<file path="src/hdl/luhn_pkg.sv">
// Package for the Luhn card number classifier.
// Holds widths, the card kind codes and the structs shared by the cells,
// the accumulator and the top level. Depends on nothing.
`timescale 1ns / 1ps
`default_nettype none

package luhn_pkg;

  // Input width and digit capacity of the BCD chain
  localparam int IN_W       = 63;
  localparam int MAX_DIGITS = 19;
  localparam int DIG_IDX_W  = $clog2(MAX_DIGITS);
  localparam int STEP_W     = $clog2(IN_W);

  // Result field widths
  localparam int KIND_W  = 2;
  localparam int COUNT_W = 5;
  localparam int TOTAL_W = 8;

  typedef enum logic [KIND_W-1:0] {
    KIND_INVALID    = 2'd0,
    KIND_VISA       = 2'd1,
    KIND_MASTERCARD = 2'd2,
    KIND_AMEX       = 2'd3
  } card_kind_e;

  // Control for every digit cell in the chain
  typedef struct packed {
    logic clear;
    logic convert;
    logic drain;
  } cell_ctrl_t;

  // Control for the digit accumulator
  typedef struct packed {
    logic clear;
    logic step;
  } acc_ctrl_t;

  // One finished result item
  typedef struct packed {
    card_kind_e               kind;
    logic                     ok;
    logic [COUNT_W-1:0]       count;
    logic [TOTAL_W-1:0]       total;
  } result_t;

endpackage

`default_nettype wire

</file>
<file path="src/hdl/luhn_if.sv">
// Channel interfaces of the Luhn card number classifier.
// luhn_in_if carries card numbers, luhn_out_if carries result items.
// Depends on luhn_pkg for widths.
`timescale 1ns / 1ps
`default_nettype none

interface luhn_in_if
  import luhn_pkg::*;
();
  logic            valid;
  logic            ready;
  logic [IN_W-1:0] card_value;

  modport source (output valid, output card_value, input ready);
  modport sink   (input valid, input card_value, output ready);
endinterface

interface luhn_out_if
  import luhn_pkg::*;
();
  logic               valid;
  logic               ready;
  logic [KIND_W-1:0]  card_kind;
  logic               checksum_ok;
  logic [COUNT_W-1:0] digit_count;
  logic [TOTAL_W-1:0] luhn_total;

  modport source (output valid, output card_kind, output checksum_ok,
                  output digit_count, output luhn_total, input ready);
  modport sink   (input valid, input card_kind, input checksum_ok,
                  input digit_count, input luhn_total, output ready);
endinterface

`default_nettype wire

</file>
<file path="src/hdl/luhn_digit_cell.sv">
// One BCD digit cell of the binary-to-decimal chain.
// Converts by add-3 and shift, then drains its digit toward cell zero.
// Depends on luhn_pkg.
`timescale 1ns / 1ps
`default_nettype none

module luhn_digit_cell
  import luhn_pkg::*;
(
  input  wire logic       clk_i,
  input  wire cell_ctrl_t ctrl_i,
  input  wire logic       bit_i,
  input  wire logic [3:0] digit_i,
  output logic            bit_o,
  output logic [3:0]      digit_o
);

  logic [3:0] digit_q;
  logic [3:0] digit_d;
  logic [3:0] adj;

  // Correct the digit before it doubles
  assign adj   = (digit_q >= 4'd5) ? (digit_q + 4'd3) : digit_q;
  assign bit_o = adj[3];

  // Select next digit: clear, shift one bit in, or take the upper digit
  always_comb begin
    digit_d = digit_q;
    priority if (ctrl_i.clear) begin
      digit_d = 4'd0;
    end else if (ctrl_i.convert) begin
      digit_d = {adj[2:0], bit_i};
    end else if (ctrl_i.drain) begin
      digit_d = digit_i;
    end
  end

  always_ff @(posedge clk_i) begin
    digit_q <= digit_d;
  end

  assign digit_o = digit_q;

endmodule

`default_nettype wire

</file>
<file path="src/hdl/luhn_accum.sv">
// Digit accumulator: Luhn total, digit count and leading digits.
// Takes one digit per cycle while step is set, from the bottom of the cell chain, and
// classifies the card. Depends on luhn_pkg.
`timescale 1ns / 1ps
`default_nettype none

module luhn_accum
  import luhn_pkg::*;
(
  input  wire logic                 clk_i,
  input  wire acc_ctrl_t            ctrl_i,
  input  wire logic [3:0]           digit_i,
  input  wire logic [DIG_IDX_W-1:0] idx_i,
  output result_t                   result_o
);

  logic [TOTAL_W-1:0] total_q, total_d;
  logic [3:0]         mod_q, mod_d;
  logic [COUNT_W-1:0] count_q, count_d;
  logic [3:0]         d12_q, d13_q, d14_q, d15_q;
  logic [4:0]         dbl;
  logic [3:0]         weighted;
  logic [4:0]         mod_sum;
  card_kind_e         kind;
  logic               ok;

  // Weight the digit: double at even positions from the right
  assign dbl      = {digit_i, 1'b0};
  assign weighted = idx_i[0] ? ((dbl > 5'd9) ? 4'(dbl - 5'd9) : dbl[3:0]) : digit_i;
  assign mod_sum  = {1'b0, mod_q} + {1'b0, weighted};

  // Advance total, running remainder and count
  always_comb begin
    total_d = total_q;
    mod_d   = mod_q;
    count_d = count_q;
    priority if (ctrl_i.clear) begin
      total_d = '0;
      mod_d   = '0;
      count_d = '0;
    end else if (ctrl_i.step) begin
      total_d = total_q + TOTAL_W'(weighted);
      mod_d   = (mod_sum >= 5'd10) ? 4'(mod_sum - 5'd10) : mod_sum[3:0];
      if (digit_i != 4'd0) begin
        count_d = COUNT_W'(idx_i) + COUNT_W'(1);
      end
    end
  end

  always_ff @(posedge clk_i) begin
    total_q <= total_d;
    mod_q   <= mod_d;
    count_q <= count_d;
    if (ctrl_i.step && idx_i == DIG_IDX_W'(12)) d12_q <= digit_i;
    if (ctrl_i.step && idx_i == DIG_IDX_W'(13)) d13_q <= digit_i;
    if (ctrl_i.step && idx_i == DIG_IDX_W'(14)) d14_q <= digit_i;
    if (ctrl_i.step && idx_i == DIG_IDX_W'(15)) d15_q <= digit_i;
  end

  // Classify by checksum, length and leading digits
  assign ok = (mod_q == 4'd0);

  always_comb begin
    kind = KIND_INVALID;
    if (ok) begin
      if (count_q == COUNT_W'(16)) begin
        if (d15_q == 4'd4) begin
          kind = KIND_VISA;
        end else if (d15_q == 4'd5 && d14_q >= 4'd1 && d14_q <= 4'd5) begin
          kind = KIND_MASTERCARD;
        end
      end else if (count_q == COUNT_W'(15)) begin
        if (d14_q == 4'd3 && (d13_q == 4'd4 || d13_q == 4'd7)) begin
          kind = KIND_AMEX;
        end
      end else if (count_q == COUNT_W'(13)) begin
        if (d12_q == 4'd4) begin
          kind = KIND_VISA;
        end
      end
    end
  end

  assign result_o = '{kind: kind, ok: ok, count: count_q, total: total_q};

endmodule

`default_nettype wire

</file>
<file path="src/hdl/luhn_card_number_classifier_core.sv">
// Luhn card number classifier, top level.
// Each accepted item is converted by bit-serial double-dabble over its 63 input
// bits, its 19 BCD digits drain into the accumulator, then it finishes once the
// output register is free. A new item is taken only in idle, after that finish.
// A finished result waits in the output register while the next item runs.
// Reset: rst_ni clears the sequencer and the output valid; no clearing pass.
`timescale 1ns / 1ps
`default_nettype none

module luhn_card_number_classifier_core
  import luhn_pkg::*;
(
  input  wire logic  clk_i,
  input  wire logic  rst_ni,
  luhn_in_if.sink    card_in_i,
  luhn_out_if.source result_o
);

  localparam logic [1:0] ST_IDLE  = 2'd0;
  localparam logic [1:0] ST_CONV  = 2'd1;
  localparam logic [1:0] ST_DRAIN = 2'd2;
  localparam logic [1:0] ST_HOLD  = 2'd3;

  logic [1:0]        state_q, state_d;
  logic [STEP_W-1:0] step_q, step_d;
  logic [IN_W-1:0]   bin_q;
  logic              in_fire;
  logic              out_free;
  logic              out_valid_q, out_valid_d;
  result_t           out_q;
  result_t           acc_result;
  cell_ctrl_t        cell_ctrl;
  acc_ctrl_t         acc_ctrl;

  logic [3:0] cell_digit [MAX_DIGITS];
  logic       cell_carry [MAX_DIGITS+1];

  assign in_fire         = card_in_i.valid && card_in_i.ready;
  assign card_in_i.ready = (state_q == ST_IDLE);
  assign out_free        = !out_valid_q || result_o.ready;

  // Sequence one item: load, convert, drain, finish
  always_comb begin
    state_d = state_q;
    step_d  = step_q;
    unique case (state_q)
      ST_IDLE: begin
        if (in_fire) begin
          state_d = ST_CONV;
          step_d  = '0;
        end
      end
      ST_CONV: begin
        if (step_q == STEP_W'(IN_W - 1)) begin
          state_d = ST_DRAIN;
          step_d  = '0;
        end else begin
          step_d = step_q + STEP_W'(1);
        end
      end
      ST_DRAIN: begin
        if (step_q == STEP_W'(MAX_DIGITS - 1)) begin
          state_d = ST_HOLD;
        end else begin
          step_d = step_q + STEP_W'(1);
        end
      end
      ST_HOLD: begin
        if (out_free) begin
          state_d = ST_IDLE;
        end
      end
      default: state_d = ST_IDLE;
    endcase
  end

  always_ff @(posedge clk_i or negedge rst_ni) begin
    if (!rst_ni) begin
      state_q <= ST_IDLE;
      step_q  <= '0;
    end else begin
      state_q <= state_d;
      step_q  <= step_d;
    end
  end

  // Hold the binary value and shift it out MSB first
  always_ff @(posedge clk_i) begin
    if (in_fire) begin
      bin_q <= card_in_i.card_value;
    end else if (state_q == ST_CONV) begin
      bin_q <= {bin_q[IN_W-2:0], 1'b0};
    end
  end

  assign cell_ctrl = '{clear:   in_fire,
                       convert: (state_q == ST_CONV),
                       drain:   (state_q == ST_DRAIN)};
  assign acc_ctrl  = '{clear: in_fire, step: (state_q == ST_DRAIN)};

  // Chain of BCD digit cells, digit zero at the bottom
  assign cell_carry[0] = bin_q[IN_W-1];

  for (genvar i = 0; i < MAX_DIGITS; i++) begin : g_cell
    logic [3:0] upper_digit;
    if (i == MAX_DIGITS - 1) begin : g_top
      assign upper_digit = 4'd0;
    end else begin : g_mid
      assign upper_digit = cell_digit[i+1];
    end
    luhn_digit_cell u_cell (
      .clk_i   (clk_i),
      .ctrl_i  (cell_ctrl),
      .bit_i   (cell_carry[i]),
      .digit_i (upper_digit),
      .bit_o   (cell_carry[i+1]),
      .digit_o (cell_digit[i])
    );
  end

  luhn_accum u_accum (
    .clk_i    (clk_i),
    .ctrl_i   (acc_ctrl),
    .digit_i  (cell_digit[0]),
    .idx_i    (step_q[DIG_IDX_W-1:0]),
    .result_o (acc_result)
  );

  // Output register: load on finish, drop when taken
  always_comb begin
    out_valid_d = out_valid_q;
    if (state_q == ST_HOLD && out_free) begin
      out_valid_d = 1'b1;
    end else if (result_o.ready) begin
      out_valid_d = 1'b0;
    end
  end

  always_ff @(posedge clk_i or negedge rst_ni) begin
    if (!rst_ni) begin
      out_valid_q <= 1'b0;
    end else begin
      out_valid_q <= out_valid_d;
    end
  end

  always_ff @(posedge clk_i) begin
    if (state_q == ST_HOLD && out_free) begin
      out_q <= acc_result;
    end
  end

  assign result_o.valid       = out_valid_q;
  assign result_o.card_kind   = out_q.kind;
  assign result_o.checksum_ok = out_q.ok;
  assign result_o.digit_count = out_q.count;
  assign result_o.luhn_total  = out_q.total;

`ifndef ASSERT_OFF
  a_accept_starts_conv: assert property (@(posedge clk_i) disable iff (!rst_ni)
    in_fire |=> state_q == ST_CONV && step_q == '0)
    else $error("accepted item did not start conversion");

  a_out_rise_from_hold: assert property (@(posedge clk_i) disable iff (!rst_ni)
    $rose(out_valid_q) |-> $past(state_q) == ST_HOLD)
    else $error("result valid rose outside the finish step");

  a_kind_needs_checksum: assert property (@(posedge clk_i) disable iff (!rst_ni)
    out_valid_q && out_q.kind != KIND_INVALID |-> out_q.ok)
    else $error("card kind set with failed checksum");

  a_count_in_range: assert property (@(posedge clk_i) disable iff (!rst_ni)
    out_valid_q |-> out_q.count <= COUNT_W'(MAX_DIGITS))
    else $error("digit count beyond chain length");

  a_drain_step_bound: assert property (@(posedge clk_i) disable iff (!rst_ni)
    state_q == ST_DRAIN |-> step_q <= STEP_W'(MAX_DIGITS - 1))
    else $error("drain step past last digit");
`endif

endmodule

`default_nettype wire
</file>
<file path="src/flat_wrapper.sv">
// flat-port wrapper written by rule: the top's interface ports become plain ports
module luhn_card_number_classifier_core_flat import luhn_pkg::*;
  (clk_i, rst_ni, card_in_i_valid, card_in_i_card_value, card_in_i_ready, result_o_valid, result_o_card_kind, result_o_checksum_ok, result_o_digit_count, result_o_luhn_total, result_o_ready);
  luhn_in_if card_in_i_i ();
  luhn_out_if result_o_i ();
  input  wire logic clk_i;
  input  wire logic rst_ni;
  input wire logic [$bits(card_in_i_i.valid)-1:0] card_in_i_valid;
  input wire logic [$bits(card_in_i_i.card_value)-1:0] card_in_i_card_value;
  output wire logic [$bits(card_in_i_i.ready)-1:0] card_in_i_ready;
  output wire logic [$bits(result_o_i.valid)-1:0] result_o_valid;
  output wire logic [$bits(result_o_i.card_kind)-1:0] result_o_card_kind;
  output wire logic [$bits(result_o_i.checksum_ok)-1:0] result_o_checksum_ok;
  output wire logic [$bits(result_o_i.digit_count)-1:0] result_o_digit_count;
  output wire logic [$bits(result_o_i.luhn_total)-1:0] result_o_luhn_total;
  input wire logic [$bits(result_o_i.ready)-1:0] result_o_ready;
  assign card_in_i_i.valid = card_in_i_valid;
  assign card_in_i_i.card_value = card_in_i_card_value;
  assign card_in_i_ready = card_in_i_i.ready;
  assign result_o_valid = result_o_i.valid;
  assign result_o_card_kind = result_o_i.card_kind;
  assign result_o_checksum_ok = result_o_i.checksum_ok;
  assign result_o_digit_count = result_o_i.digit_count;
  assign result_o_luhn_total = result_o_i.luhn_total;
  assign result_o_i.ready = result_o_ready;
  luhn_card_number_classifier_core u_core (.clk_i(clk_i), .rst_ni(rst_ni), .card_in_i(card_in_i_i), .result_o(result_o_i));
endmodule
</file>
<file path="config.mk">
export PLATFORM = sky130hd
export DESIGN_NAME = luhn_card_number_classifier_core_flat
export DESIGN_NICKNAME = d
export VERILOG_FILES = /design/src/hdl/luhn_pkg.sv /design/src/hdl/luhn_if.sv /design/src/hdl/luhn_digit_cell.sv /design/src/hdl/luhn_accum.sv /design/src/hdl/luhn_card_number_classifier_core.sv /design/src/flat_wrapper.sv
export SDC_FILE = /design/constraint.sdc
export NUM_CORES = 1
export LEC_CHECK = 0
export BUFFER_PORTS_ARGS = -buffer_cell sky130_fd_sc_hd__buf_2
export CAP_MARGIN = 20
export CORE_MARGIN = 2
export CORE_UTILIZATION = 28
export CTS_CLUSTER_SIZE = 24
export DETAILED_ROUTE_END_ITERATION = 6
export GPL_TIMING_DRIVEN = 0
export SLEW_MARGIN = 20
export SYNTH_ARGS = -nofsm -noshare
export SYNTH_HDL_FRONTEND = slang
export SYNTH_SLANG_ARGS = --single-unit
</file>
<file path="constraint.sdc">
create_clock -name clk_i -period 6.9 [get_ports clk_i]
set_input_delay 0.69 -clock clk_i [delete_from_list [all_inputs] [get_ports clk_i]]
set_output_delay 0.69 -clock clk_i [all_outputs]
set_load 0.1 [all_outputs]
</file>
Word-level counts from Yosys, hierarchy flattened

Cells that the tools add are included.

Word-level logic and storage cells: 207
Flip-flop bits (word level): 197
Input bits: 67
Output and inout bits: 18

Mux-type cells: 80
Order comparisons: 23
Reduce and logical (&&, ||, !) cells: 22
Add/sub/neg operators: 25
Equal/unequal tests: 23

Operators with widths:

| operator              | number |
|---|---|
| $mux W4               | 59 |
| $mux W63              | 2 |
| $ge A4 B3 Y1 const B  | 19 |
| $add A4 B2 Y4 const B | 18 |
| $eq A5 B4 Y1 const B  | 6 |
| $eq A4 B3 Y1 const B  | 5 |
| $mux W2               | 9 |
| $mux W6               | 3 |
| $pmux W6 S3           | 1 |
| $logic_and A1 B1 Y1   | 9 |
| $add A8 B4 Y8         | 1 |
| $pmux W2 S4           | 1 |
| $sub A4 B4 Y4 const B | 2 |
| $add A6 B1 Y6 const B | 1 |
| $eq A6 B5 Y1 const B  | 1 |
| $eq A6 B6 Y1 const B  | 1 |
| $ne A2 B2 Y1 const B  | 3 |
| $reduce_bool A2 Y1    | 3 |
| $add A4 B4 Y5         | 1 |
| $add A5 B1 Y5 const B | 1 |
| $eq A5 B5 Y1 const B  | 1 |
| $ge A5 B4 Y1 const B  | 1 |
| $gt A5 B4 Y1 const B  | 1 |
| $eq A2 B2 Y1 const B  | 2 |
| other kinds (17)      | 22 |

Depth between registers and ports, before layout

Gate-level depths: netlist of the first run.

Depth in word-level cells: 6
Gate-level depth with buffers: 16
Gate-level depth less buffers: 15

By module

From an unflattened synthesis of the first run, not the netlist that was laid out.

Cell total of the unflattened synthesis: 1067
Area, all modules: 10926.7 µm²

By module, submodules not included:

| module                           | area each (µm²) | times used | cells each |
|---|---|---|---|
| luhn_digit_cell                  | 280.3           | 19         | 35 |
| luhn_card_number_classifier_core | 3726.1          | 1          | 216 |
| luhn_accum                       | 1875.5          | 1          | 186 |

Worst setup path after synthesis of the first run

OpenSTA, ideal clock, no wires.

Path type: register to register
From: register u_core.state_q[0]
To: register u_core.bin_q[0] (enable)
Arrival: 3.400 ns
Setup time: 0.422 ns
Stages on the path, launching flop included: 7
Required time: 6.478 ns
Setup slack: 3.077 ns
Buffers on the path: 2
Path through: dfrtp_1 -> inv_1 -> ha_1 -> nand2_1 -> clkbuf_1 -> buf_1 -> nand2_1

Word-level cells in the longest chain between the ends: 3

RTL lines:

| item                         | line                                   | text |
|---|---|---|
| start, declared              | luhn_card_number_classifier_core.sv:24 | `logic [1:0] state_q, state_d;` |
| start signal, assigned       | luhn_card_number_classifier_core.sv:82 | `state_q <= state_d;` |
| $logic_not A2 Y1             | luhn_card_number_classifier_core.sv:39 | `assign card_in_i.ready = (state_q == ST_IDLE);` |
| net card_in_i_ready          | flat_wrapper.sv:10                     | `output wire logic [$bits(card_in_i_i.ready)-1:0] card_in_i_ready;` |
| $logic_and A1 B1 Y1          | luhn_card_number_classifier_core.sv:38 | `assign in_fire = card_in_i.valid && card_in_i.ready;` |
| $reduce_bool A2 Y1 (no line) | n/a                                    |  |
| end signal, assigned         | luhn_card_number_classifier_core.sv:90 | `bin_q <= card_in_i.card_value;` |
| end signal, assigned         | luhn_card_number_classifier_core.sv:92 | `bin_q <= {bin_q[IN_W-2:0], 1'b0};` |
| end, declared                | luhn_card_number_classifier_core.sv:26 | `logic [IN_W-1:0] bin_q;` |

The timed path passes the listed nets, and every way through them passes these cells.
A chain may end at the register's enable or synchronous reset.

Worst setup path in the final report of the first run

From: register u_core.g_cell[0].u_cell.digit_q[0]
To: register u_core.u_accum.mod_q[1]

Word-level cells in the longest chain between the ends: 6

RTL lines:

| item                                                 | line                  | text |
|---|---|---|
| start, declared                                      | luhn_digit_cell.sv:18 | `logic [3:0] digit_q;` |
| start signal, assigned                               | luhn_digit_cell.sv:39 | `digit_q <= digit_d;` |
| $sub A4 B4 Y4 / $gt A5 B4 Y1 (equally long branches) | luhn_accum.sv:29      | `assign weighted = idx_i[0] ? ((dbl > 5'd9) ? 4'(dbl - 5'd9) : dbl[3:0]) : digit_i;` |
| $mux W4                                              | luhn_accum.sv:29      |  |
| $mux W4 (*)                                          | luhn_accum.sv:29      |  |
| $add A4 B4 Y5 (*)                                    | luhn_accum.sv:30      | `assign mod_sum = {1'b0, mod_q} + {1'b0, weighted};` |
| $sub A4 B4 Y4 / $ge A5 B4 Y1 (equally long branches) | luhn_accum.sv:43      | `mod_d = (mod_sum >= 5'd10) ? 4'(mod_sum - 5'd10) : mod_sum[3:0];` |
| $mux W4 (*)                                          | luhn_accum.sv:43      |  |
| end signal, assigned                                 | luhn_accum.sv:52      | `mod_q <= mod_d;` |
| end, declared                                        | luhn_accum.sv:18      | `logic [3:0] mod_q, mod_d;` |

Every way passes the cells marked *; elsewhere a longest branch is shown, timed or not.

==> summary.md, run 1 <==
| Metric | Value |
|---|---|
| Status | `finished, final reports clean` |
| Hold Path Class | `in -> async` |
| FF-to-FF End | `u_core.u_accum.mod_q[1]$_SDFFE_PP0P_` |
| GRT Overall Usage | `0.134` |
| Max Fclk | `about 250 MHz` |
| Multi-input gate area | `0.00504 sq mm` |
| CTS root buf | `clkbuf_16` |
| Hold Violations, Final | `0` |
| Worst slew margin | `0.421` |
| Detailed-route via count | `8,256` |
| Number of synthesized register bits | `about 200` |
| Final #Nets | `1,376` |
| Synth async-reset ratio | `0.0457` |
| Final period utilization | `0.582` |
| Clock latency on the worst-skew pair | `0.45 ns` |
| Synth-to-layout area growth | `15.5%` |
| Worst Path Required | `between 7 and 8 ns` |
| Synth Instances | `around 1.1k` |
| I/O pins | `85` |
| Synthesis warning total | `0` |
| Clock Sink Count | `about 200` |
| Clk slew on worst S/H paths | `approximately 0.080 ns` |
| Hold Slack | `0.0970 ns` |
| FILL cells | `~3.8k` |
| RSZ-0062 raised after global routing | `false` |
| Total grt overflow | `0` |
| Crit end category | `flop` |
| Average wire per standard cell | `between 10 and 15 um` |
| Die ar. | `about 0.04 sq mm` |
| Max clock buf depth | `2` |
| Mean Syn Cell Area | `9.13 sq um` |
| Worst setup path startpoint | `u_core.g_cell[0].u_cell.digit_o[0]$_SDFFE_PP0P_` |
| Detailed placement HPWL | `18.6 mm` |
| Slew Limit Fails | `0` |
| Post-Synthesis Net Count | `around 1.3k` |
| Reg-to-Reg Start | `u_core.g_cell[0].u_cell.digit_o[0]$_SDFFE_PP0P_` |
| Total CTS buffers | `17` |
| H-tree levels | `4` |
| CTS Hold Bufs | `0` |
| Gates resized, CTS repair | `0` |
| Max rail drop VDD | `between 0.1 and 0.15 mV` |
| Worst Max-Slew Pin Slew | `~0.87 ns` |
| Vias per cell | `roughly 4.8` |
| Distinct cells, synth | `50` |
| FF-to-FF setup slack | `~2.9 ns` |
| Routed wire length | `25.8 mm` |
| End of the critical path | `u_core.u_accum.mod_q[1]$_SDFFE_PP0P_` |
| Crit Path Category | `reg -> reg` |
| Synth top area cells | `edfxtp_1 27%, dfxtp_1 18%, nand2_1 8.3%` |
| DIE WIDTH | `197 um` |
| Fin crit period | `4.01 ns` |
| Startpoint types | `flop` |
| Area leader, netlist | `edfxtp_1` |
| CP Max Fanout | `7` |
| Largest net degree at the start of global routing | `50` |
| Area fraction of the dominant cell type after synthesis | `0.272` |
| Critical path arrival | `about 4.4 ns` |
| Fin worst setup slack | `between 2 and 3 ns` |
| Setup bufs post-CTS | `0` |
| Post-synth EDFFs | `95` |
| Die Span Y | `197 um` |
| DR pass1 iterations | `5` |
| CTS tree | `yes` |
| GP Congestion | `between 0.8 and 0.9` |
| Dpl ws | `around 3 ns` |
| Initial antenna violation count | `0` |
| Pwr Density | `between 150 and 200 mW/mm^2` |
| First-pass GRT wire length | `41.6 mm` |
| Setup Skew | `about 0.017 ns` |
| Ys flop type | `edfxtp_1` |
| Antenna-violating nets left | `0` |
| Sequential share of the synthesized area | `0.472` |
| Lkg Pwr | `~5.4 nW` |
| Drt drc | `0` |
| Setup-failing EPs final | `0` |
| Max-cap violations | `0` |
| Starting Density | `0.285` |
| Post-Syn Area | `0.0105 sq mm` |
| Setup TNS | `0 ns` |
| Vias in the first global route | `approximately 8k` |
| Number of port buffers | `84` |
| First DRT Iteration DRCs | `about 500` |
| Share of cells above drive strength 1 | `0.103` |
| FP Rows | `70` |
| Placed insts | `1,700` |
| R2r worst-path depth | `16` |
| Core area | `0.0367 sq mm` |
| Storage element area | `between 0.004 and 0.005 sq mm` |
| Post-Layout Cell Count | `~1.7k` |
| Antenna Diode Count | `0` |
-- per-stage QoR --
stage	utilization	total power [mW]	area, sq um
after detailed placement	0.314	1.26	11500
after global placement	0.313	1.26	11500
after floorplan	-	1.24	10500
after CTS	0.330	2.25	12100
after global routing	0.330	2.30	12100
final	0.330	2.23	12100
-- synth_stat cells, types with 7 or more instances --
cell type / count
ha_1: 56
inv_1: 70
edfxtp_1: 95
a21oi_1: 60
nand2b_1: 37
o21ai_0: 44
nand3_1: 41
nand2_1: 231
xnor2_1: 24
clkbuf_1: 51
a211oi_1: 40
mux2i_1: 64
nor3_1: 8
o31ai_1: 16
dfrtp_1: 9
o21a_1: 15
a22oi_1: 14
dfxtp_1: 93
a311o_1: 15
buf_2: 7
nor2_1: 92
-- worst min-delay path by stage --
| stage | from | end | slack, ns | cells after the start |
|---|---|---|---|---|
| 2_1_floorplan | rst_ni | u_core.result_o.valid$_DFFE_PN0P_ | 0.39 | 0 |
| 3_3_place_gp | u_core.u_accum.total_q[7]$_SDFFE_PP0P_ | u_core.result_o.luhn_total[7]$_DFFE_PP_ | 0.44 | 0 |
| 3_5_place_dp | u_core.u_accum.total_q[7]$_SDFFE_PP0P_ | u_core.result_o.luhn_total[7]$_DFFE_PP_ | 0.45 | 0 |
| 4_1_cts | rst_ni | u_core.state_q[0]$_DFFE_PN0P_ | 0.09 | 1 |
| 5_1_grt | rst_ni | u_core.step_q[2]$_DFFE_PN0P_ | 0.11 | 1 |
| 6_report | rst_ni | u_core.state_q[0]$_DFFE_PN0P_ | 0.1 | 1 |
-- state kept, by name, summed over array words and instances (netlist names), 5 cells and up --
name / cells
u_core.u_accum.count_q: 5
u_core.result_o.luhn_total: 8
u_core.g_cell.u_cell.digit_o: 76
u_core.bin_q: 63
u_core.step_q: 6
u_core.u_accum.total_q: 8
u_core.result_o.digit_count: 5
-- kinds of logic after synthesis --
kind of cell	count (synthesis)	synth area share
XOR/XNOR	27	0.0226
AO/OA/AOI/OAI	224	0.141
AND/OR/NAND/NOR	444	0.184
multiplexers	65	0.0622
adder cells (fa/ha/maj)	58	0.0707
buffers and inverters	132	0.0481
flip-flops	197	0.472
-- critical path, stage by stage (launching register included) --
cell and delay [ns]:
dfxtp_1 0.47, clkbuf_1 0.31, inv_1 0.08, ha_1 0.29, inv_1 0.12, a21oi_1 0.12
a21oi_1 0.31, ha_1 0.23, inv_1 0.05, fa_1 0.40, xnor2_1 0.17, inv_1 0.08
ha_1 0.24, o31ai_1 0.12, a311o_1 0.42, or3_1 0.32, a31oi_1 0.18
-- layout by cell type (no fill, tap or decap), types with 15 or more instances in the layout --
master	n
edfxtp_1	95
nand3_1	41
nand2_1	230
nand2b_1	37
dfxtp_1	93
buf_2	91
clkbuf_16	17
o31ai_1	16
a211oi_1	40
xnor2_1	24
nor2_1	92
mux2i_1	64
ha_1	56
clkbuf_1	51
a21oi_1	60
inv_1	70
o21ai_0	44
a311o_1	15
o21a_1	15
-- cell type report --
class	instances	share of cell area
multi-input cells	818	0.417
flip-flops and latches	197	0.408
well taps	468	0.0484
repair buffers	85	0.0370
clock buffers	17	0.0352
inverters	71	0.0220
plain buffers	61	0.0197
clock inverters	15	0.0127
-- where the power goes --
group          internal [mW]  switching, mW  total [mW]
clock                  0.486          0.512       0.997
combinational         0.0136        0.00823      0.0218
sequential              1.21              0        1.21
-- routing by layer --
metal,wire (um),vias up,share of wire,track usage
met4,409,0,0.016,0.0420
met5,0,-,0,0
li1,-,4180,-,-
met3,657,26,0.026,0.0167
met2,12700,114,0.49,0.228
met1,12000,3936,0.47,0.175
No activity file was read; power rests on OpenSTA's default activity.
==> inputs of run 2 (changes only) <==
clock period = 3.6 ns   (was 6.9 ns; I/O delays follow)
==> run 2 against run 1 <==
Largest cell class unchanged. Global-route usage down 0.11 points. Critical path type unchanged. Count of clock-buffer cells in the layout unchanged. Core utilization about the same. Design area about the same. Cell count unchanged. Total power up 91%. Die area unchanged. First-iteration DRC count up 21%.
==> summary.md, run 2 (synthesized netlist as in run 1, its figures left out) <==
| Metric | Value |
|---|---|
| Worst slew margin | `0.446 (+0.0257)` |
| Max-cap violations | `0 (unchanged)` |
| Hold Violations, Final | `0 (unchanged)` |
| Buf/Inv on CP | `3 (-2)` |
| Total CTS buffers | `17 (unchanged)` |
| Synth-to-layout area growth | `15.4% (about the same)` |
| CTS root buf | `clkbuf_16` |
| Core area | `0.0367 sq mm (unchanged)` |
| Setup-failing EPs final | `0 (unchanged)` |
| Largest net degree at the start of global routing | `64 (+28%)` |
| Slowest cell on crit path | `dfrtp_1` |
| Crit end category | `flop` |
| Routed wire length | `25.5 mm (-1.1%)` |
| Worst Hold Launch | `card_in_i_card_value[38]` |
| FP Rows | `70 (unchanged)` |
| Final core occ | `0.329 (about the same)` |
| Final #Nets | `1,376 (unchanged)` |
| FF-to-FF setup slack | `0.23 ns (-2.66 ns)` |
| Worst Path Required | `3.97 ns (-3.29 ns)` |
| Hold Slack | `0.182 ns (+0.0854 ns)` |
| Clock latency on the worst-skew pair | `0.43 ns (-0.02 ns)` |
| Critical path arrival | `3.74 ns (-0.63 ns)` |
| Most frequent cells in the layout | `230 x nand2_1, 95 x edfxtp_1, 92 x nor2_1` |
| Initial antenna violation count | `0 (unchanged)` |
| Startpoint types | `flop` |
| Vias in the first global route | `8,017 (-1.2%)` |
| Pwr Density | `352 mW/mm^2 (+91%)` |
| Number of port buffers | `84 (unchanged)` |
| Max Fclk | `297 MHz (+19%)` |
| Design Power | `4.26 mW (+91%)` |
| Detailed-route via count | `8,383 (+1.5%)` |
| Max clock buf depth | `2 (unchanged)` |
| Antenna Diode Count | `0 (unchanged)` |
| Placed insts | `1,699 (-0.059%)` |
| R2r worst-path depth | `13 (-3)` |
| Crit Path Category | `reg -> reg` |
| Average wire per standard cell | `14.7 um (-1.1%)` |
| CP dominant cell by count | `inv_1` |
| Commonest non-fill, non-tap cell in the layout | `nand2_1` |
| Hold Path Class | `in -> reg` |
| Clock Sink Count | `197 (unchanged)` |
| Slew Limit Fails | `0 (unchanged)` |
| Worst Max-Slew Pin Slew | `0.831 ns (-0.0385 ns)` |
| First-pass GRT wire length | `41.5 mm (-0.21%)` |
| FF-to-FF End | `u_core.u_accum.mod_q[1]$_SDFFE_PP0P_` |
| Setup Skew | `0.00997 ns (-0.00702 ns)` |
| Fin crit period | `3.37 ns (-0.643 ns)` |
| DIE WIDTH | `197 um (unchanged)` |
| WHS Endpoint | `u_core.bin_q[38]$_DFFE_PP_` |
| Vias per cell | `4.84 (+1.5%)` |
| Post-Layout Cell Count | `1,732 (unchanged)` |
| WHS Path Cells | `3` |
| Max rail drop VDD | `0.316 mV (+120%)` |
| Crit-path leading delay family | `compound AO/OA/AOI/OAI gates` |
| GP Congestion | `0.818 (-0.43%)` |
| Clk slew on worst S/H paths | `0.08 ns (about the same)` |
| Share of cells above drive strength 1 | `0.106 (+0.00316)` |
| CP Max Fanout | `10 (+3)` |
| Dpl ws | `-0.293 ns (-3.28 ns)` |
| Largest register FFs | `76 (unchanged)` |
| DR pass1 iterations | `5 (unchanged)` |
| Die ar. | `0.0390 sq mm (unchanged)` |
| Antenna-violating nets left | `0 (unchanged)` |
| Final period utilization | `0.936 (+0.354)` |
| GRT Overall Usage | `0.132 (-0.00110)` |
| Reg-to-Reg Start | `u_core.step_q[0]$_DFFE_PN0P_` |
| Detailed placement HPWL | `18.5 mm (-0.48%)` |
| Cells along the critical path | `clkbuf_1 > nor2_1 > a21oi_2 > ha_1 > inv_1 > fa_1 > xnor2_1 > inv_1 > ha_2 > o31ai_1 > a311o_1 > or3_1 > a31oi_1` |
| First DRT Iteration DRCs | `606 (+21%)` |
| Fin worst setup slack | `0.231 ns (-2.66 ns)` |
| Drt drc | `0 (unchanged)` |
| Lkg Pwr | `5.41 nW (-0.12%)` |
| CTS tree | `yes` |
| I/O pins | `85 (unchanged)` |
| Total grt overflow | `0 (unchanged)` |
| Status | `finished, final reports clean` |
| H-tree levels | `4 (unchanged)` |
| RSZ-0062 raised after global routing | `false` |
| CP peak stage delay | `0.51 ns (+0.04 ns)` |
| Starting Density | `0.285 (unchanged)` |
| Die Span Y | `197 um (unchanged)` |
run 2: changes by cell type in the layout (fill, tap and decap cells not counted), moves of 2 or more:
cell and change:
clkinv_4 +3, ha_2 +2, inv_8 -2, ha_1 -2, dfxtp_1 -2, clkinv_8 -2, a21oi_2 +2, dfxtp_2 +2
a21oi_1 -2, clkinv_1 +2
run 2: repair_timing:
item,4_1_cts,5_1_grt
pin swaps,1,0
gates cloned,0,0
setup endpoints to repair,3,2
setup buffers,1,0
hold buffers,1,0
gates resized for setup,5,2
hold endpoints to repair,9,0
run 2: final cells by class:
class / instances / area [sq um]
clock inverters: 15 / 146
multi-input cells: 818 / 5050
repair buffers: 86 / 438
plain buffers: 60 / 234
fillers: 3768 / 24600
clock buffers: 17 / 425
inverters: 71 / 267
flip-flops and latches: 197 / 4940
well taps: 468 / 586
run 2: report_power, final:
group	internal [mW]	switching, mW	total [mW]
clock network	0.976	0.916	1.89
logic	0.0268	0.0159	0.0426
registers	2.32	0	2.32
total	3.33	0.932	4.26
run 2: how the worst max path moves through the flow:
stage	from	end	cells after the start
after floorplan	u_core.g_cell[0].u_cell.digit_o[0]$_SDFFE_PP0P_	u_core.u_accum.mod_q[1]$_SDFFE_PP0P_	16
after global placement	u_core.g_cell[0].u_cell.digit_o[0]$_SDFFE_PP0P_	u_core.u_accum.mod_q[1]$_SDFFE_PP0P_	16
after detailed placement	u_core.g_cell[0].u_cell.digit_o[0]$_SDFFE_PP0P_	u_core.u_accum.mod_q[1]$_SDFFE_PP0P_	16
after CTS	u_core.g_cell[0].u_cell.digit_o[0]$_SDFFE_PP0P_	u_core.u_accum.mod_q[1]$_SDFFE_PP0P_	16
after global routing	u_core.step_q[0]$_DFFE_PN0P_	u_core.u_accum.mod_q[1]$_SDFFE_PP0P_	13
final	u_core.step_q[0]$_DFFE_PN0P_	u_core.u_accum.mod_q[1]$_SDFFE_PP0P_	13
run 2: worst register-to-register path, stage by stage (launching register included):
cell and delay [ns]:
dfrtp_1 0.51, clkbuf_1 0.40, nor2_1 0.10, a21oi_2 0.17, ha_1 0.20, inv_1 0.06, fa_1 0.41, xnor2_1 0.16
inv_1 0.08, ha_2 0.23, o31ai_1 0.11, a311o_1 0.41, or3_1 0.32, a31oi_1 0.15
run 2: layer usage:
metal  wire length [um]  global-route usage  share of wire  vias to the layer above
met5                  0                   0              0                        -
met1              11900               0.177           0.47                     4016
li1                   -                   -              -                     4182
met4                449              0.0404          0.018                        0
met3                777              0.0174          0.030                       30
met2              12400               0.223           0.49                      155
run 2: per-stage QoR:
stage	TNS, ns	instance area [sq um]
after floorplan	0	10500
after global placement	-0.388	11500
after detailed placement	-0.597	11500
after CTS	0	12100
after global routing	0	12100
final	0	12100
==> inputs of run 3 (changes only) <==
CELL_PAD_IN_SITES_DETAIL_PLACEMENT = 1   (was not set)
CELL_PAD_IN_SITES_GLOBAL_PLACEMENT = 1   (was not set)
PLACE_DENSITY_LB_ADDON = 0.1   (was not set)
==> run 3 against run 2 <==
Design area increased by 0.75%. Sequential cell count unchanged. Critical path depth increased by 3. Critical path type unchanged. Die area unchanged. Core utilization increased by 0.25 points. Sequential share of layout area decreased by 0.28 points.
==> summary.md, run 3 (synthesized netlist as in run 1, its figures left out) <==
| Metric | Value |
|---|---|
| Share of cells above drive strength 1 | `0.111 (+0.00519)` |
| Final #Nets | `1,380 (+0.29%)` |
| Core area | `0.0367 sq mm (unchanged)` |
| Post-Layout Cell Count | `1,736 (+0.23%)` |
| Fin crit period | `3.36 ns (-0.00512 ns)` |
| FP Rows | `70 (unchanged)` |
| Lkg Pwr | `5.45 nW (+0.64%)` |
| Buf/Inv on CP | `5 (+2)` |
| Setup-failing EPs final | `0 (unchanged)` |
| Cell-internal power | `3.42 mW (+2.8%)` |
| Worst Path Required | `3.99 ns (+0.02 ns)` |
| Setup Skew | `0.0144 ns (+0.00440 ns)` |
| Starting Density | `0.285 (unchanged)` |
| Commonest non-fill, non-tap cell in the layout | `nand2_1` |
| Final period utilization | `0.935 (-0.00142)` |
| Startpoint types | `flop` |
| Post-Layout Inst Area | `0.0122 sq mm (+0.75%)` |
| CP peak stage delay | `0.39 ns (-0.12 ns)` |
| Crit end category | `flop` |
| Max-cap violations | `0 (unchanged)` |
| CTS tree | `yes` |
| Max rail drop VDD | `0.344 mV (+8.9%)` |
| Placed inst area | `0.0115 sq mm (+0.17%)` |
| Critical path arrival | `3.75 ns (about the same)` |
| Pwr Density | `362 mW/mm^2 (+2.8%)` |
| FILL cells | `4,328 (+15%)` |
| Logic pwr share | `0.010 (about the same)` |
| First DRT Iteration DRCs | `373 (-38%)` |
| Clk slew on worst S/H paths | `0.08 ns (about the same)` |
| Total CTS buffers | `17 (unchanged)` |
| Largest register FFs | `76 (unchanged)` |
| Antenna-violating nets left | `0 (unchanged)` |
| Status | `finished, final reports clean` |
| CTS root buf | `clkbuf_16` |
| Slew Limit Fails | `0 (unchanged)` |
| Clock latency on the worst-skew pair | `0.46 ns (+0.03 ns)` |
| Max Fclk | `297 MHz (+0.15%)` |
| Clock Sink Count | `197 (unchanged)` |
| Antenna Diode Count | `0 (unchanged)` |
| Average wire per standard cell | `17.6 um (+20%)` |
| Routed wire length | `30.5 mm (+20%)` |
| Reg power frac | `0.527 (-0.019)` |
| Initial antenna violation count | `0 (unchanged)` |
| Slowest cell on crit path | `fa_1` |
| I/O pins | `85 (unchanged)` |
| CP dominant cell by count | `inv_1` |
| Placed insts | `1,700 (+0.059%)` |
| Synth-to-layout area growth | `16.3%` |
| Vias in the first global route | `8,577 (+7.0%)` |
| Detailed placement HPWL | `22.2 mm (+20%)` |
| H-tree levels | `4 (unchanged)` |
| Detailed-route via count | `8,388 (+0.060%)` |
| Switching part of the total | `0.225 (+0.00617)` |
| DIE WIDTH | `197 um (unchanged)` |
| Drt drc | `0 (unchanged)` |
| Hold Violations, Final | `0 (unchanged)` |
| DR pass1 iterations | `4 (-1)` |
| Number of port buffers | `84 (unchanged)` |
| Sw power | `0.993 mW (+6.5%)` |
| Crit-path leading delay family | `adder cells` |
| Clock share of power | `0.464 (+0.020)` |
| First-pass GRT wire length | `48.2 mm (+16%)` |
| Hold Path Class | `in -> reg` |
| Vias per cell | `4.83 (-0.17%)` |
| Total grt overflow | `0 (unchanged)` |
| GRT Overall Usage | `0.161 (+0.0281)` |
| Final core occ | `0.332 (+0.00246)` |
| Most frequent cells in the layout | `230 x nand2_1, 95 x edfxtp_1, 92 x nor2_1` |
| Max clock buf depth | `2 (unchanged)` |
| Crit Path Category | `reg -> reg` |
| Largest net degree at the start of global routing | `40 (-38%)` |
| Die Span Y | `197 um (unchanged)` |
| Cells along the critical path | `clkbuf_4 > inv_1 > ha_2 > inv_2 > a21oi_2 > a21oi_2 > ha_2 > inv_1 > fa_1 > xnor2_1 > inv_1 > ha_4 > o31ai_1 > a311o_1 > or3_1 > a31oi_1` |
| Worst slew margin | `0.437 (-0.00889)` |
| Die ar. | `0.0390 sq mm (unchanged)` |
| GP Congestion | `0.741 (-9.4%)` |
| Worst Max-Slew Pin Slew | `0.844 ns (+0.0133 ns)` |
| CP Max Fanout | `7 (-3)` |
| Setup TNS | `0 ns (unchanged)` |
## run 3: changes by cell type in the layout (fill, tap and decap cells not counted), sizes merged
cell,delta
bufinv,+1
clkinv,-6
inv,+1
buf,+3
clkbuf,+3
clkinvlp,+2
## run 3: worst paths after layout
check                                                                start                                 endpoint  slack (ns)  depth (start not counted)
hold reg to reg                     u_core.u_accum.total_q[7]$_SDFFE_PP0P_  u_core.result_o.luhn_total[7]$_DFFE_PP_        0.46                          0
max in group asynchronous                                           rst_ni             u_core.step_q[2]$_DFFE_PN0P_        3.10                          2
setup reg to reg           u_core.g_cell[0].u_cell.digit_o[0]$_SDFFE_PP0P_     u_core.u_accum.mod_q[1]$_SDFFE_PP0P_        0.24                         16
hold / removal                                    card_in_i_card_value[23]               u_core.bin_q[23]$_DFFE_PP_        0.15                          3
setup / recovery           u_core.g_cell[0].u_cell.digit_o[0]$_SDFFE_PP0P_     u_core.u_accum.mod_q[1]$_SDFFE_PP0P_        0.24                         16
min in group asynchronous                                           rst_ni             u_core.step_q[0]$_DFFE_PN0P_        0.31                          2
## run 3: area by class of cell
| type | instances | area [sq um] | area share |
|---|---|---|---|
| timing repair buffer | 89 | 473 | 0.0388 |
| tap | 468 | 586 | 0.0481 |
| sequential | 197 | 4940 | 0.406 |
| clock inverter | 13 | 161 | 0.0133 |
| buffer | 61 | 241 | 0.0198 |
| clock buffer | 19 | 443 | 0.0364 |
| multi-input combinational | 818 | 5060 | 0.416 |
| inverter | 71 | 267 | 0.0219 |
## run 3: tightest hold or removal path, cell delays in order
cell	delay, ns
buf_2	0.07
nand2_1	0.04
nand2_1	0.04
## run 3: power by group through the flow
stage | sequential, mW | combinational (mW) | clock [mW]
after floorplan | 2.38 | 0.00125 | 0
after global placement | 2.38 | 0.0429 | 0
after detailed placement | 2.38 | 0.0427 | 0
after CTS | 2.32 | 0.0440 | 2.12
after global routing | 2.32 | 0.0460 | 2.19
final | 2.32 | 0.0420 | 2.05
## run 3: what timing repair did
action | CTS | global route
hold buffers | 1 | 0
resized for setup | 7 | 5
endpoints found under the hold margin | 9 | 0
buffers inserted | 1 | 2
pin swaps | 1 | 4
cloned | 0 | 0
setup endpoints to repair | 3 | 3
## run 3: stage by stage
stage               power, mW  setup slack, ns  hold WS [ns]
detailed placement       2.42           -0.432         0.233
finish                   4.41            0.236         0.155
CTS                      4.49          0.00749         0.132
global placement         2.42           -0.397         0.235
global route             4.56          -0.0163         0.144
floorplan                2.38            0.295        0.0644
## run 3: metal layers
metal,track usage,part of all wire
met5,0,0
met4,0.0384,0.0096
met3,0.0268,0.018
met2,0.272,0.49
met1,0.214,0.48
